--- src/rtl/dcbc_pkg.sv ---
// Package: DES tables, permutation and round functions for the DES-CBC block.
package dcbc_pkg;

  localparam int unsigned RoundsDef = 16;
  localparam logic [63:0] KeyReset = 64'h0235_41F3_4F20_0F88;
  localparam int unsigned CfgAddrW = 4;
  localparam logic [CfgAddrW-1:0] RegKeyAddr = 4'h0;
  localparam logic [CfgAddrW-1:0] RegIvAddr = 4'h8;

  typedef enum logic {
    ReqEncrypt = 1'b0,
    ReqDecrypt = 1'b1
  } req_e;

  typedef logic [7:0] tab64_t [64];
  typedef logic [7:0] tab56_t [56];
  typedef logic [7:0] tab48_t [48];
  typedef logic [7:0] tab32_t [32];
  typedef logic [1:0] tab16_t [16];
  typedef logic [3:0] sbox_t [8][64];

  localparam tab64_t TabIp = '{
    58,50,42,34,26,18,10,2, 60,52,44,36,28,20,12,4,
    62,54,46,38,30,22,14,6, 64,56,48,40,32,24,16,8,
    57,49,41,33,25,17,9,1,  59,51,43,35,27,19,11,3,
    61,53,45,37,29,21,13,5, 63,55,47,39,31,23,15,7};
  localparam tab64_t TabFp = '{
    40,8,48,16,56,24,64,32, 39,7,47,15,55,23,63,31,
    38,6,46,14,54,22,62,30, 37,5,45,13,53,21,61,29,
    36,4,44,12,52,20,60,28, 35,3,43,11,51,19,59,27,
    34,2,42,10,50,18,58,26, 33,1,41,9,49,17,57,25};
  localparam tab48_t TabE = '{
    32,1,2,3,4,5, 4,5,6,7,8,9, 8,9,10,11,12,13, 12,13,14,15,16,17,
    16,17,18,19,20,21, 20,21,22,23,24,25, 24,25,26,27,28,29, 28,29,30,31,32,1};
  localparam tab32_t TabP = '{
    16,7,20,21,29,12,28,17, 1,15,23,26,5,18,31,10,
    2,8,24,14,32,27,3,9, 19,13,30,6,22,11,4,25};
  localparam tab56_t TabPc1 = '{
    57,49,41,33,25,17,9,1,58,50,42,34,26,18,10,2,59,51,43,35,27,19,11,3,60,52,44,36,
    63,55,47,39,31,23,15,7,62,54,46,38,30,22,14,6,61,53,45,37,29,21,13,5,28,20,12,4};
  localparam tab48_t TabPc2 = '{
    14,17,11,24,1,5,3,28,15,6,21,10,23,19,12,4,26,8,16,7,27,20,13,2,
    41,52,31,37,47,55,30,40,51,45,33,48,44,49,39,56,34,53,46,42,50,36,29,32};
  localparam tab16_t TabRot = '{1,1,2,2,2,2,2,2,1,2,2,2,2,2,2,1};
  localparam sbox_t TabS = '{
    '{14,4,13,1,2,15,11,8,3,10,6,12,5,9,0,7, 0,15,7,4,14,2,13,1,10,6,12,11,9,5,3,8,
      4,1,14,8,13,6,2,11,15,12,9,7,3,10,5,0, 15,12,8,2,4,9,1,7,5,11,3,14,10,0,6,13},
    '{15,1,8,14,6,11,3,4,9,7,2,13,12,0,5,10, 3,13,4,7,15,2,8,14,12,0,1,10,6,9,11,5,
      0,14,7,11,10,4,13,1,5,8,12,6,9,3,2,15, 13,8,10,1,3,15,4,2,11,6,7,12,0,5,14,9},
    '{10,0,9,14,6,3,15,5,1,13,12,7,11,4,2,8, 13,7,0,9,3,4,6,10,2,8,5,14,12,11,15,1,
      13,6,4,9,8,15,3,0,11,1,2,12,5,10,14,7, 1,10,13,0,6,9,8,7,4,15,14,3,11,5,2,12},
    '{7,13,14,3,0,6,9,10,1,2,8,5,11,12,4,15, 13,8,11,5,6,15,0,3,4,7,2,12,1,10,14,9,
      10,6,9,0,12,11,7,13,15,1,3,14,5,2,8,4, 3,15,0,6,10,1,13,8,9,4,5,11,12,7,2,14},
    '{2,12,4,1,7,10,11,6,8,5,3,15,13,0,14,9, 14,11,2,12,4,7,13,1,5,0,15,10,3,9,8,6,
      4,2,1,11,10,13,7,8,15,9,12,5,6,3,0,14, 11,8,12,7,1,14,2,13,6,15,0,9,10,4,5,3},
    '{12,1,10,15,9,2,6,8,0,13,3,4,14,7,5,11, 10,15,4,2,7,12,9,5,6,1,13,14,0,11,3,8,
      9,14,15,5,2,8,12,3,7,0,4,10,1,13,11,6, 4,3,2,12,9,5,15,10,11,14,1,7,6,0,8,13},
    '{4,11,2,14,15,0,8,13,3,12,9,7,5,10,6,1, 13,0,11,7,4,9,1,10,14,3,5,12,2,15,8,6,
      1,4,11,13,12,3,7,14,10,15,6,8,0,5,9,2, 6,11,13,8,1,4,10,7,9,5,0,15,14,2,3,12},
    '{13,2,8,4,6,15,11,1,10,9,3,14,5,0,12,7, 1,15,13,8,10,3,7,4,12,5,6,11,0,14,9,2,
      7,11,4,1,9,12,14,2,0,6,10,13,15,3,5,8, 2,1,14,7,4,10,8,13,15,12,9,0,3,5,6,11}};

  function automatic logic [63:0] perm_ip(input logic [63:0] v);
    logic [63:0] o;
    for (int i = 0; i < 64; i++) o[63-i] = v[64-int'(TabIp[i])];
    return o;
  endfunction

  function automatic logic [63:0] perm_fp(input logic [63:0] v);
    logic [63:0] o;
    for (int i = 0; i < 64; i++) o[63-i] = v[64-int'(TabFp[i])];
    return o;
  endfunction

  function automatic logic [55:0] perm_pc1(input logic [63:0] v);
    logic [55:0] o;
    for (int i = 0; i < 56; i++) o[55-i] = v[64-int'(TabPc1[i])];
    return o;
  endfunction

  function automatic logic [47:0] perm_pc2(input logic [55:0] v);
    logic [47:0] o;
    for (int i = 0; i < 48; i++) o[47-i] = v[56-int'(TabPc2[i])];
    return o;
  endfunction

  function automatic logic [27:0] rot28(input logic [27:0] v, input logic [1:0] s);
    return (s == 2'd2) ? {v[25:0], v[27:26]} : {v[26:0], v[27]};
  endfunction

  function automatic logic [31:0] feistel(input logic [31:0] r, input logic [47:0] k);
    logic [47:0] e;
    logic [31:0] so;
    logic [31:0] o;
    logic [5:0] six;
    for (int i = 0; i < 48; i++) e[47-i] = r[32-int'(TabE[i])];
    e = e ^ k;
    for (int s = 0; s < 8; s++) begin
      six = e[47-6*s -: 6];
      so[31-4*s -: 4] = TabS[s][{six[5], six[0], six[4:1]}];
    end
    for (int i = 0; i < 32; i++) o[31-i] = so[32-int'(TabP[i])];
    return o;
  endfunction

endpackage

--- src/rtl/dcbc_if.sv ---
// Interfaces: valid/ready channels for request and result beats.
interface dcbc_req_if;
  logic        valid;
  logic        ready;
  logic        req_type;
  logic [63:0] in_block;
  logic        first_block;
  modport source (output valid, req_type, in_block, first_block, input ready);
  modport sink (input valid, req_type, in_block, first_block, output ready);
endinterface

interface dcbc_rsp_if;
  logic        valid;
  logic        ready;
  logic [63:0] out_block;
  modport source (output valid, out_block, input ready);
  modport sink (input valid, out_block, output ready);
endinterface

--- src/rtl/dcbc_ram.sv ---
// Generic single-port-write, single-port-read RAM with registered read data.
module dcbc_ram #(
  parameter int unsigned Width = 48,
  parameter int unsigned Depth = 16
) (
  input  logic                     clk_i,
  input  logic                     we_i,
  input  logic [$clog2(Depth)-1:0] waddr_i,
  input  logic [Width-1:0]         wdata_i,
  input  logic [$clog2(Depth)-1:0] raddr_i,
  output logic [Width-1:0]         rdata_o
);
  logic [Width-1:0] mem_q [Depth];

  always_ff @(posedge clk_i) begin
    if (we_i) mem_q[waddr_i] <= wdata_i;
    rdata_o <= mem_q[raddr_i];
  end
endmodule

--- src/rtl/des_cbc_block_cipher_top.sv ---
// Top level: DES-CBC engine, round keys in RAM, one Feistel round per cycle unless held.
//
//   channel   dir  handshake        payload
//   req       in   valid/ready      req_type, in_block, first_block
//   rsp       out  valid/ready      out_block
//   cfg       in   APB write/read   cipher_key @0x0, init_vector @0x8
//
// The first round key is read from the RAM in the accepting cycle, then one
// round runs per cycle from its registered read port unless the block is held.
// A new block can be accepted in the last round of the previous one.
// After reset and after each key write the schedule is rebuilt into the RAM;
// no block is taken while it is rebuilt.
// The result sits in an output register; a finished block holds in its last
// round while that register is still full, and no block is taken meanwhile.
module des_cbc_block_cipher_top
  import dcbc_pkg::*;
#(
  parameter int unsigned Rounds = RoundsDef
) (
  input  logic                          clk_i,
  input  logic                          rst_ni,
  dcbc_req_if.sink                      req,
  dcbc_rsp_if.source                    rsp,
  input  logic                          psel,
  input  logic                          penable,
  input  logic                          pwrite,
  input  logic [dcbc_pkg::CfgAddrW-1:0] paddr,
  input  logic [63:0]                   pwdata,
  output logic [63:0]                   prdata,
  output logic                          pready
);
  localparam int unsigned RW = $clog2(Rounds);

  typedef enum logic [3:0] {
    StKey  = 4'b0001,
    StIdle = 4'b0010,
    StLoad = 4'b0100,
    StRun  = 4'b1000
  } state_e;

  state_e state_q, state_d;
  logic [63:0] key_q, iv_q, enc_q, dec_q;
  logic [27:0] c_q, d_q;
  logic [RW-1:0] cnt_q;
  logic [31:0] l_q, r_q;
  logic dir_q;
  logic [63:0] blk_q, chain_q;
  logic [63:0] out_q;
  logic out_v_q;
  logic key_we;
  logic [27:0] c_n, d_n;
  logic [RW-1:0] raddr;
  logic [47:0] rk;
  logic [55:0] pc1;
  logic [63:0] ipv, fpv, xin;
  logic [31:0] fo;
  logic acc, done, wr;
  logic last, hold;
  logic [RW-1:0] nxt;

  assign pready = 1'b1;
  assign wr = psel & penable & pwrite;
  always_comb begin
    case (paddr)
      RegKeyAddr: prdata = key_q;
      RegIvAddr:  prdata = iv_q;
      default:    prdata = '0;
    endcase
  end

  assign c_n = rot28(c_q, TabRot[cnt_q]);
  assign d_n = rot28(d_q, TabRot[cnt_q]);
  assign key_we = (state_q == StKey);
  assign pc1 = perm_pc1(key_q);

  dcbc_ram #(.Width(48), .Depth(Rounds)) u_keys (
    .clk_i, .we_i(key_we), .waddr_i(cnt_q), .wdata_i(perm_pc2({c_n, d_n})),
    .raddr_i(raddr), .rdata_o(rk)
  );

  assign last = (state_q == StRun) && (cnt_q == RW'(Rounds-1));
  assign hold = last && out_v_q && !rsp.ready;
  assign done = last && !hold;
  assign acc = req.valid & req.ready;
  assign req.ready = (state_q == StIdle) || done;
  assign nxt = cnt_q + 1'b1;
  always_comb begin
    if (acc) raddr = req.req_type ? RW'(Rounds-1) : '0;
    else if (hold) raddr = dir_q ? '0 : RW'(Rounds-1);
    else raddr = dir_q ? RW'(Rounds-2) - cnt_q : nxt;
  end

  assign fo = feistel(r_q, rk);
  assign fpv = perm_fp({l_q ^ fo, r_q});
  always_comb begin
    if (req.req_type == ReqDecrypt) xin = req.in_block;
    else if (req.first_block) xin = req.in_block ^ iv_q;
    else if (done && dir_q == ReqEncrypt) xin = req.in_block ^ fpv;
    else xin = req.in_block ^ enc_q;
  end
  assign ipv = perm_ip(xin);

  always_comb begin
    state_d = state_q;
    case (state_q)
      StKey:  if (cnt_q == RW'(Rounds-1)) state_d = StIdle;
      StIdle: if (acc) state_d = StRun;
      StRun:  if (done) state_d = acc ? StRun : StIdle;
      default: state_d = StIdle;
    endcase
    if (wr && paddr == RegKeyAddr) state_d = StLoad;
    else if (state_q == StLoad) state_d = StKey;
  end

  always_ff @(posedge clk_i or negedge rst_ni) begin
    if (!rst_ni) begin
      state_q <= StLoad;
      key_q <= KeyReset;
      iv_q <= '0;
      enc_q <= '0;
      dec_q <= '0;
      cnt_q <= '0;
      out_v_q <= 1'b0;
    end else begin
      state_q <= state_d;
      if (wr && paddr == RegKeyAddr) key_q <= pwdata;
      if (wr && paddr == RegIvAddr) iv_q <= pwdata;
      if (rsp.valid && rsp.ready) out_v_q <= 1'b0;
      case (state_q)
        StLoad: cnt_q <= '0;
        StKey: cnt_q <= nxt;
        StIdle: cnt_q <= '0;
        StRun: cnt_q <= done ? '0 : (hold ? cnt_q : nxt);
        default: cnt_q <= '0;
      endcase
      if (done) begin
        out_v_q <= 1'b1;
        if (dir_q == ReqDecrypt) dec_q <= blk_q;
        else enc_q <= fpv;
      end
      if (acc && req.first_block && req.req_type == ReqDecrypt) enc_q <= iv_q;
      if (acc && req.first_block && req.req_type == ReqEncrypt) dec_q <= iv_q;
    end
  end

  always_ff @(posedge clk_i) begin
    if (state_q == StLoad) begin
      c_q <= pc1[55:28];
      d_q <= pc1[27:0];
    end else if (state_q == StKey) begin
      c_q <= c_n;
      d_q <= d_n;
    end
    if (done) out_q <= (dir_q == ReqDecrypt) ? fpv ^ chain_q : fpv;
    if (acc) begin
      dir_q <= req.req_type;
      blk_q <= req.in_block;
      if (req.first_block) chain_q <= iv_q;
      else if (done && dir_q == ReqDecrypt) chain_q <= blk_q;
      else chain_q <= dec_q;
      l_q <= ipv[63:32];
      r_q <= ipv[31:0];
    end else if (state_q == StRun && !hold) begin
      l_q <= r_q;
      r_q <= l_q ^ fo;
    end
  end

  assign rsp.valid = out_v_q;
  assign rsp.out_block = out_q;

  assert property (@(posedge clk_i) disable iff (!rst_ni) acc |-> !key_we)
    else $error("block taken during key schedule build");
  assert property (@(posedge clk_i) disable iff (!rst_ni)
    (rsp.valid && !rsp.ready) |=> $stable(rsp.out_block))
    else $error("result overwritten while stalled");
  assert property (@(posedge clk_i) disable iff (!rst_ni)
    hold |-> !req.ready)
    else $error("accepted with result path blocked");
endmodule
--- src/flat_wrapper.sv ---
// flat-port wrapper written by rule: the top's interface ports become plain ports
module des_cbc_block_cipher_top_flat import dcbc_pkg::*;
#(
  parameter int unsigned Rounds = RoundsDef
)
  (clk_i, rst_ni, psel, penable, pwrite, paddr, pwdata, prdata, pready, req_valid, req_req_type, req_in_block, req_first_block, req_ready, rsp_valid, rsp_out_block, rsp_ready);
  dcbc_req_if req_i ();
  dcbc_rsp_if rsp_i ();
  input  logic clk_i;
  input  logic rst_ni;
  input  logic psel;
  input  logic penable;
  input  logic pwrite;
  input  logic [dcbc_pkg::CfgAddrW-1:0] paddr;
  input  logic [63:0] pwdata;
  output logic [63:0] prdata;
  output logic pready;
  input wire logic [$bits(req_i.valid)-1:0] req_valid;
  input wire logic [$bits(req_i.req_type)-1:0] req_req_type;
  input wire logic [$bits(req_i.in_block)-1:0] req_in_block;
  input wire logic [$bits(req_i.first_block)-1:0] req_first_block;
  output wire logic [$bits(req_i.ready)-1:0] req_ready;
  output wire logic [$bits(rsp_i.valid)-1:0] rsp_valid;
  output wire logic [$bits(rsp_i.out_block)-1:0] rsp_out_block;
  input wire logic [$bits(rsp_i.ready)-1:0] rsp_ready;
  assign req_i.valid = req_valid;
  assign req_i.req_type = req_req_type;
  assign req_i.in_block = req_in_block;
  assign req_i.first_block = req_first_block;
  assign req_ready = req_i.ready;
  assign rsp_valid = rsp_i.valid;
  assign rsp_out_block = rsp_i.out_block;
  assign rsp_i.ready = rsp_ready;
  des_cbc_block_cipher_top #(.Rounds(Rounds)) u_core (.clk_i(clk_i), .rst_ni(rst_ni), .req(req_i), .rsp(rsp_i), .psel(psel), .penable(penable), .pwrite(pwrite), .paddr(paddr), .pwdata(pwdata), .prdata(prdata), .pready(pready));
endmodule
--- config.mk ---
export PLATFORM = sky130hd
export DESIGN_NAME = des_cbc_block_cipher_top_flat
export DESIGN_NICKNAME = d
export VERILOG_FILES = /design/src/rtl/dcbc_pkg.sv /design/src/rtl/dcbc_if.sv /design/src/rtl/dcbc_ram.sv /design/src/rtl/des_cbc_block_cipher_top.sv /design/src/flat_wrapper.sv
export SDC_FILE = /design/constraint.sdc
export NUM_CORES = 2
export LEC_CHECK = 0
export BUFFER_PORTS_ARGS = -buffer_cell sky130_fd_sc_hd__buf_2
export CAP_MARGIN = 25
export CORE_MARGIN = 8
export CORE_UTILIZATION = 29
export CTS_BUF_LIST = sky130_fd_sc_hd__clkbuf_4 sky130_fd_sc_hd__clkbuf_8
export DETAILED_ROUTE_END_ITERATION = 8
export PLACE_DENSITY = 0.41
export SLEW_MARGIN = 5
export SYNTH_ARGS = -nofsm -noshare
export SYNTH_HDL_FRONTEND = slang
export SYNTH_SLANG_ARGS = --single-unit
--- constraint.sdc ---
create_clock -name clk_i -period 10.1 [get_ports clk_i]
set_input_delay 2.02 -clock clk_i [delete_from_list [all_inputs] [get_ports clk_i]]
set_output_delay 2.02 -clock clk_i [all_outputs]
set_load 0.02 [all_outputs]
==> flow_summary.json <==
{
  "yosys_warnings": 0,
  "crit_slowest_cell": "buf_4",
  "cell_internal_pwr_uw": 14500,
  "cts_tree": "done",
  "p_clk_share_pct": 21.6,
  "cts_buffer_depth": 3,
  "cts_hold_buf": 0,
  "nets": 5462,
  "root_buffer": "clkbuf_8",
  "cts.clk_slew.worst_paths_ps": 60,
  "routedWlPerCell_um": 28.1,
  "final.fill_count": 21400,
  "hold_viol": 0,
  "pin_count": 272,
  "ant_nets": 0,
  "drt-total-wl_um": 234000,
  "required_ps": 8080,
  "overflow": 0,
  "hp-class": "flip-flop to flip-flop",
  "fmax_mhz": 170,
  "swShare_pct": 42.6,
  "p_per_area_nw_per_um2": 343,
  "critPathLaunchType": "input port",
  "slowest_delay_ps": 760,
  "skew_ps": 98.7,
  "ys_async_sr_fraction_pct": 19.0,
  "layoutNonFillerInstCount": 8328,
  "grt_pass1_vias": 41700,
  "critPathBufInv": 3,
  "synthToLayoutAreaGrowth_pct": 16.4,
  "drv_slew": 0,
  "htreeDepth": 4,
  "grt_usage_pct": 19.2,
  "core-area_um2": 217000,
  "drt_iter0_drc": 3890,
  "ir_worst_vdd_mv": 0.244,
  "die_w_um": 483,
  "pwr-share-comb_pct": 46.1,
  "tightest_slew_ps": 1150,
  "arrival_ps": 3860,
  "initial_core_util_pct": 29.2,
  "fin_setup_tns_ps": 0,
  "synth.cell_area_um2": 63300,
  "drt_pass1_iterations": 6,
  "synth_edf_count": 1081,
  "p_switching_uw": 10700,
  "die_area_um2": 234000,
  "outcome": "completed",
  "cpMostUsedCell": "buf_2",
  "ys_types": 84,
  "grt_max_degree": 145,
  "placedCellCount": 7861,
  "seq_power_share_pct": 32.2,
  "cts_setup_buffers": 0,
  "drv_cap": 0,
  "synth_seq_cells": 1394,
  "synthesis.nets": 5132,
  "vias_per_cell": 5.13,
  "clock_sinks": 1394,
  "crit_fanout": 65,
  "syn_inst": 4924,
  "gp_congestion": 0.841,
  "cp-end-kind": "output port",
  "worst-setup-path-type": "input port to output port",
  "max_slew_margin_pct": 23.5,
  "die_h_um": 483,
  "insertion_delay_ps": 1010,
  "rsz0062_at_grt": "false",
  "path_delay_family": "buffers and inverters",
  "syn_avg_cell_area_um2": 12.9,
  "drive_gt1_share_pct": 22.0,
  "p_leak_uw": 0.0276,
  "yosysSeqAreaShare_pct": 63.3,
  "ctsResizeCount": 0,
  "drc": 0,
  "grt_pass1_wl_um": 327000,
  "num_vias": 42800,
  "setup_viol": 0,
  "rows": 171,
  "crit_path_cell_trace": "buf_2 > nor4b_2 > buf_4 > a22o_1 > buf_2",
  "layout_min_cycle_time_ps": 5880,
  "antenna_found_initial": 29,
  "dp_hpwl_um": 150000,
  "cts_buffers": 236,
  "period_share_pct": 58.2,
  "io_buffers": 270,
  "reg2reg_slack_ps": 4600,
  "ys.flop_type": "edfxtp_1"
}
-- cells in the mapped netlist, drive strengths merged (60+ instances only) --
library cell,count,share of area (%)
nand3,155,1.2
dfrtp,239,9.4
nor3,83,0.68
nor2,294,1.7
xnor2,144,2.0
a31oi,61,0.60
a21oi,203,1.6
mux2,234,4.2
mux2i,298,4.7
a211oi,76,0.90
buf,64,0.51
a2111oi,60,0.86
xor2,97,1.4
o21ai,100,0.80
edfxtp,1081,51
ha,67,1.3
a22o,67,0.93
clkbuf,277,1.6
nand2,677,4.0
and2,64,0.63
-- through the flow --
step	worst slack, ps	util [%]	hold slack [ps]	total power, uW	instance area, um2
floorplan	1100	-	481	15500	63300
global placement	3440	31.4	490	19800	68300
detailed placement	3370	31.5	498	19900	68400
CTS	4160	33.9	513	25400	73600
global route	4140	33.9	535	26700	73700
finish	4220	33.9	512	25200	73700
-- sequential cells by signal (all words and copies together) (netlist names), 32 cells and up --
signal	count
u_core.blk_q	64
u_core.key_q	64
u_core.l_q	32
u_core.iv_q	64
u_core.dec_q	64
u_core.rsp.out_block	64
u_core.enc_q	64
u_core.u_keys.mem_q	768
u_core.u_keys.rdata_o	48
u_core.r_q	32
u_core.chain_q	64
-- cell type report --
class                      instances  area (um2)  share of cell area [%]
antenna                           12        30.0                  0.0408
clock buffer                     395        4670                    6.34
clock inverter                    51         458                   0.622
inverter                          57         226                   0.307
multi-input combinational       3132       21900                    29.7
sequential                      1394       40100                    54.4
tap                             2854        3570                    4.85
timing repair buffer             433        2720                    3.69
-- worst paths after layout --
| path | cells after the start | endpoint | startpoint |
|---|---|---|---|
| max | 5 | prdata[35] | paddr[1] |
| min | 1 | u_core.key_q[56]$_DFFE_PN0P_ | u_core.key_q[56]$_DFFE_PN0P_ |
| max reg2reg | 12 | u_core.u_keys.rdata_o[24]$_DFF_P_ | u_core.cnt_q[1]$_DFFE_PN0P_ |
| min reg2reg | 1 | u_core.key_q[56]$_DFFE_PN0P_ | u_core.key_q[56]$_DFFE_PN0P_ |
| max in group asynchronous | 2 | u_core.cnt_q[2]$_DFFE_PN0P_ | rst_ni |
| min in group asynchronous | 1 | u_core.dec_q[39]$_DFFE_PN0P_ | rst_ni |
-- layer usage --
metal  vias up  global-route usage (%)  part of all wire (%)
li1      19300                       -                     -
met1     22000                    27.3                    47
met2      1218                    30.9                    46
met3       271                    2.81                   4.6
met4         0                    4.66                   2.3
met5         -                       0                     0
-- kinds of logic after synthesis --
logic type,synth area share [%]
buf+inv,2.49
simple gates,9.57
compound gates,9.96
other cells,0.00592
fa+ha+maj,1.32
mux,9.95
xor+xnor,3.38
flops,63.3
-- layout by cell type, fill, tap and decap left out, drive strengths merged, types with 21 or more instances in the layout --
| cell type | synthesis | routed |
|---|---|---|
| xor2 | 97 | 97 |
| nand3 | 155 | 155 |
| and3 | 21 | 21 |
| nor2 | 294 | 294 |
| a22o | 67 | 67 |
| o211ai | 26 | 26 |
| a31oi | 61 | 61 |
| mux4 | 30 | 30 |
| a21oi | 203 | 203 |
| xnor2 | 144 | 144 |
| a41o | 48 | 48 |
| dfrtp | 239 | 239 |
| a32oi | 51 | 51 |
| mux2 | 234 | 234 |
| mux2i | 298 | 298 |
| nand2 | 677 | 677 |
| clkinv | 7 | 44 |
| a32o | 52 | 52 |
| buf | 64 | 432 |
| a2111oi | 60 | 60 |
| inv | 50 | 59 |
| a311oi | 33 | 33 |
| edfxtp | 1081 | 1081 |
| o21ai | 100 | 100 |
| and2 | 64 | 64 |
| dfxtp | 48 | 48 |
| a211oi | 76 | 76 |
| nor3 | 83 | 83 |
| clkbuf | 277 | 396 |
| ha | 67 | 67 |
| dfstp | 26 | 26 |
-- power by group through the flow --
stage / logic, uW / clock network, uW / registers [uW]
global route: 12700 / 5840 / 8180
floorplan: 7810 / 0 / 7680
detailed placement: 11700 / 0 / 8230
finish: 11600 / 5460 / 8130
CTS: 11700 / 5600 / 8120
global placement: 11600 / 0 / 8230
-- worst reg2reg max path, delay by kind of cell (launching register included) --
kind                       cells  cell delay, ps
AOI/OAI and AO/OA              5            1930
buffers and inverters          3            1710
and+or+nand+nor                3            1040
DFF                            1             450
adders and majority gates      1             370
Note: power is estimated with default switching activity, not from simulation.
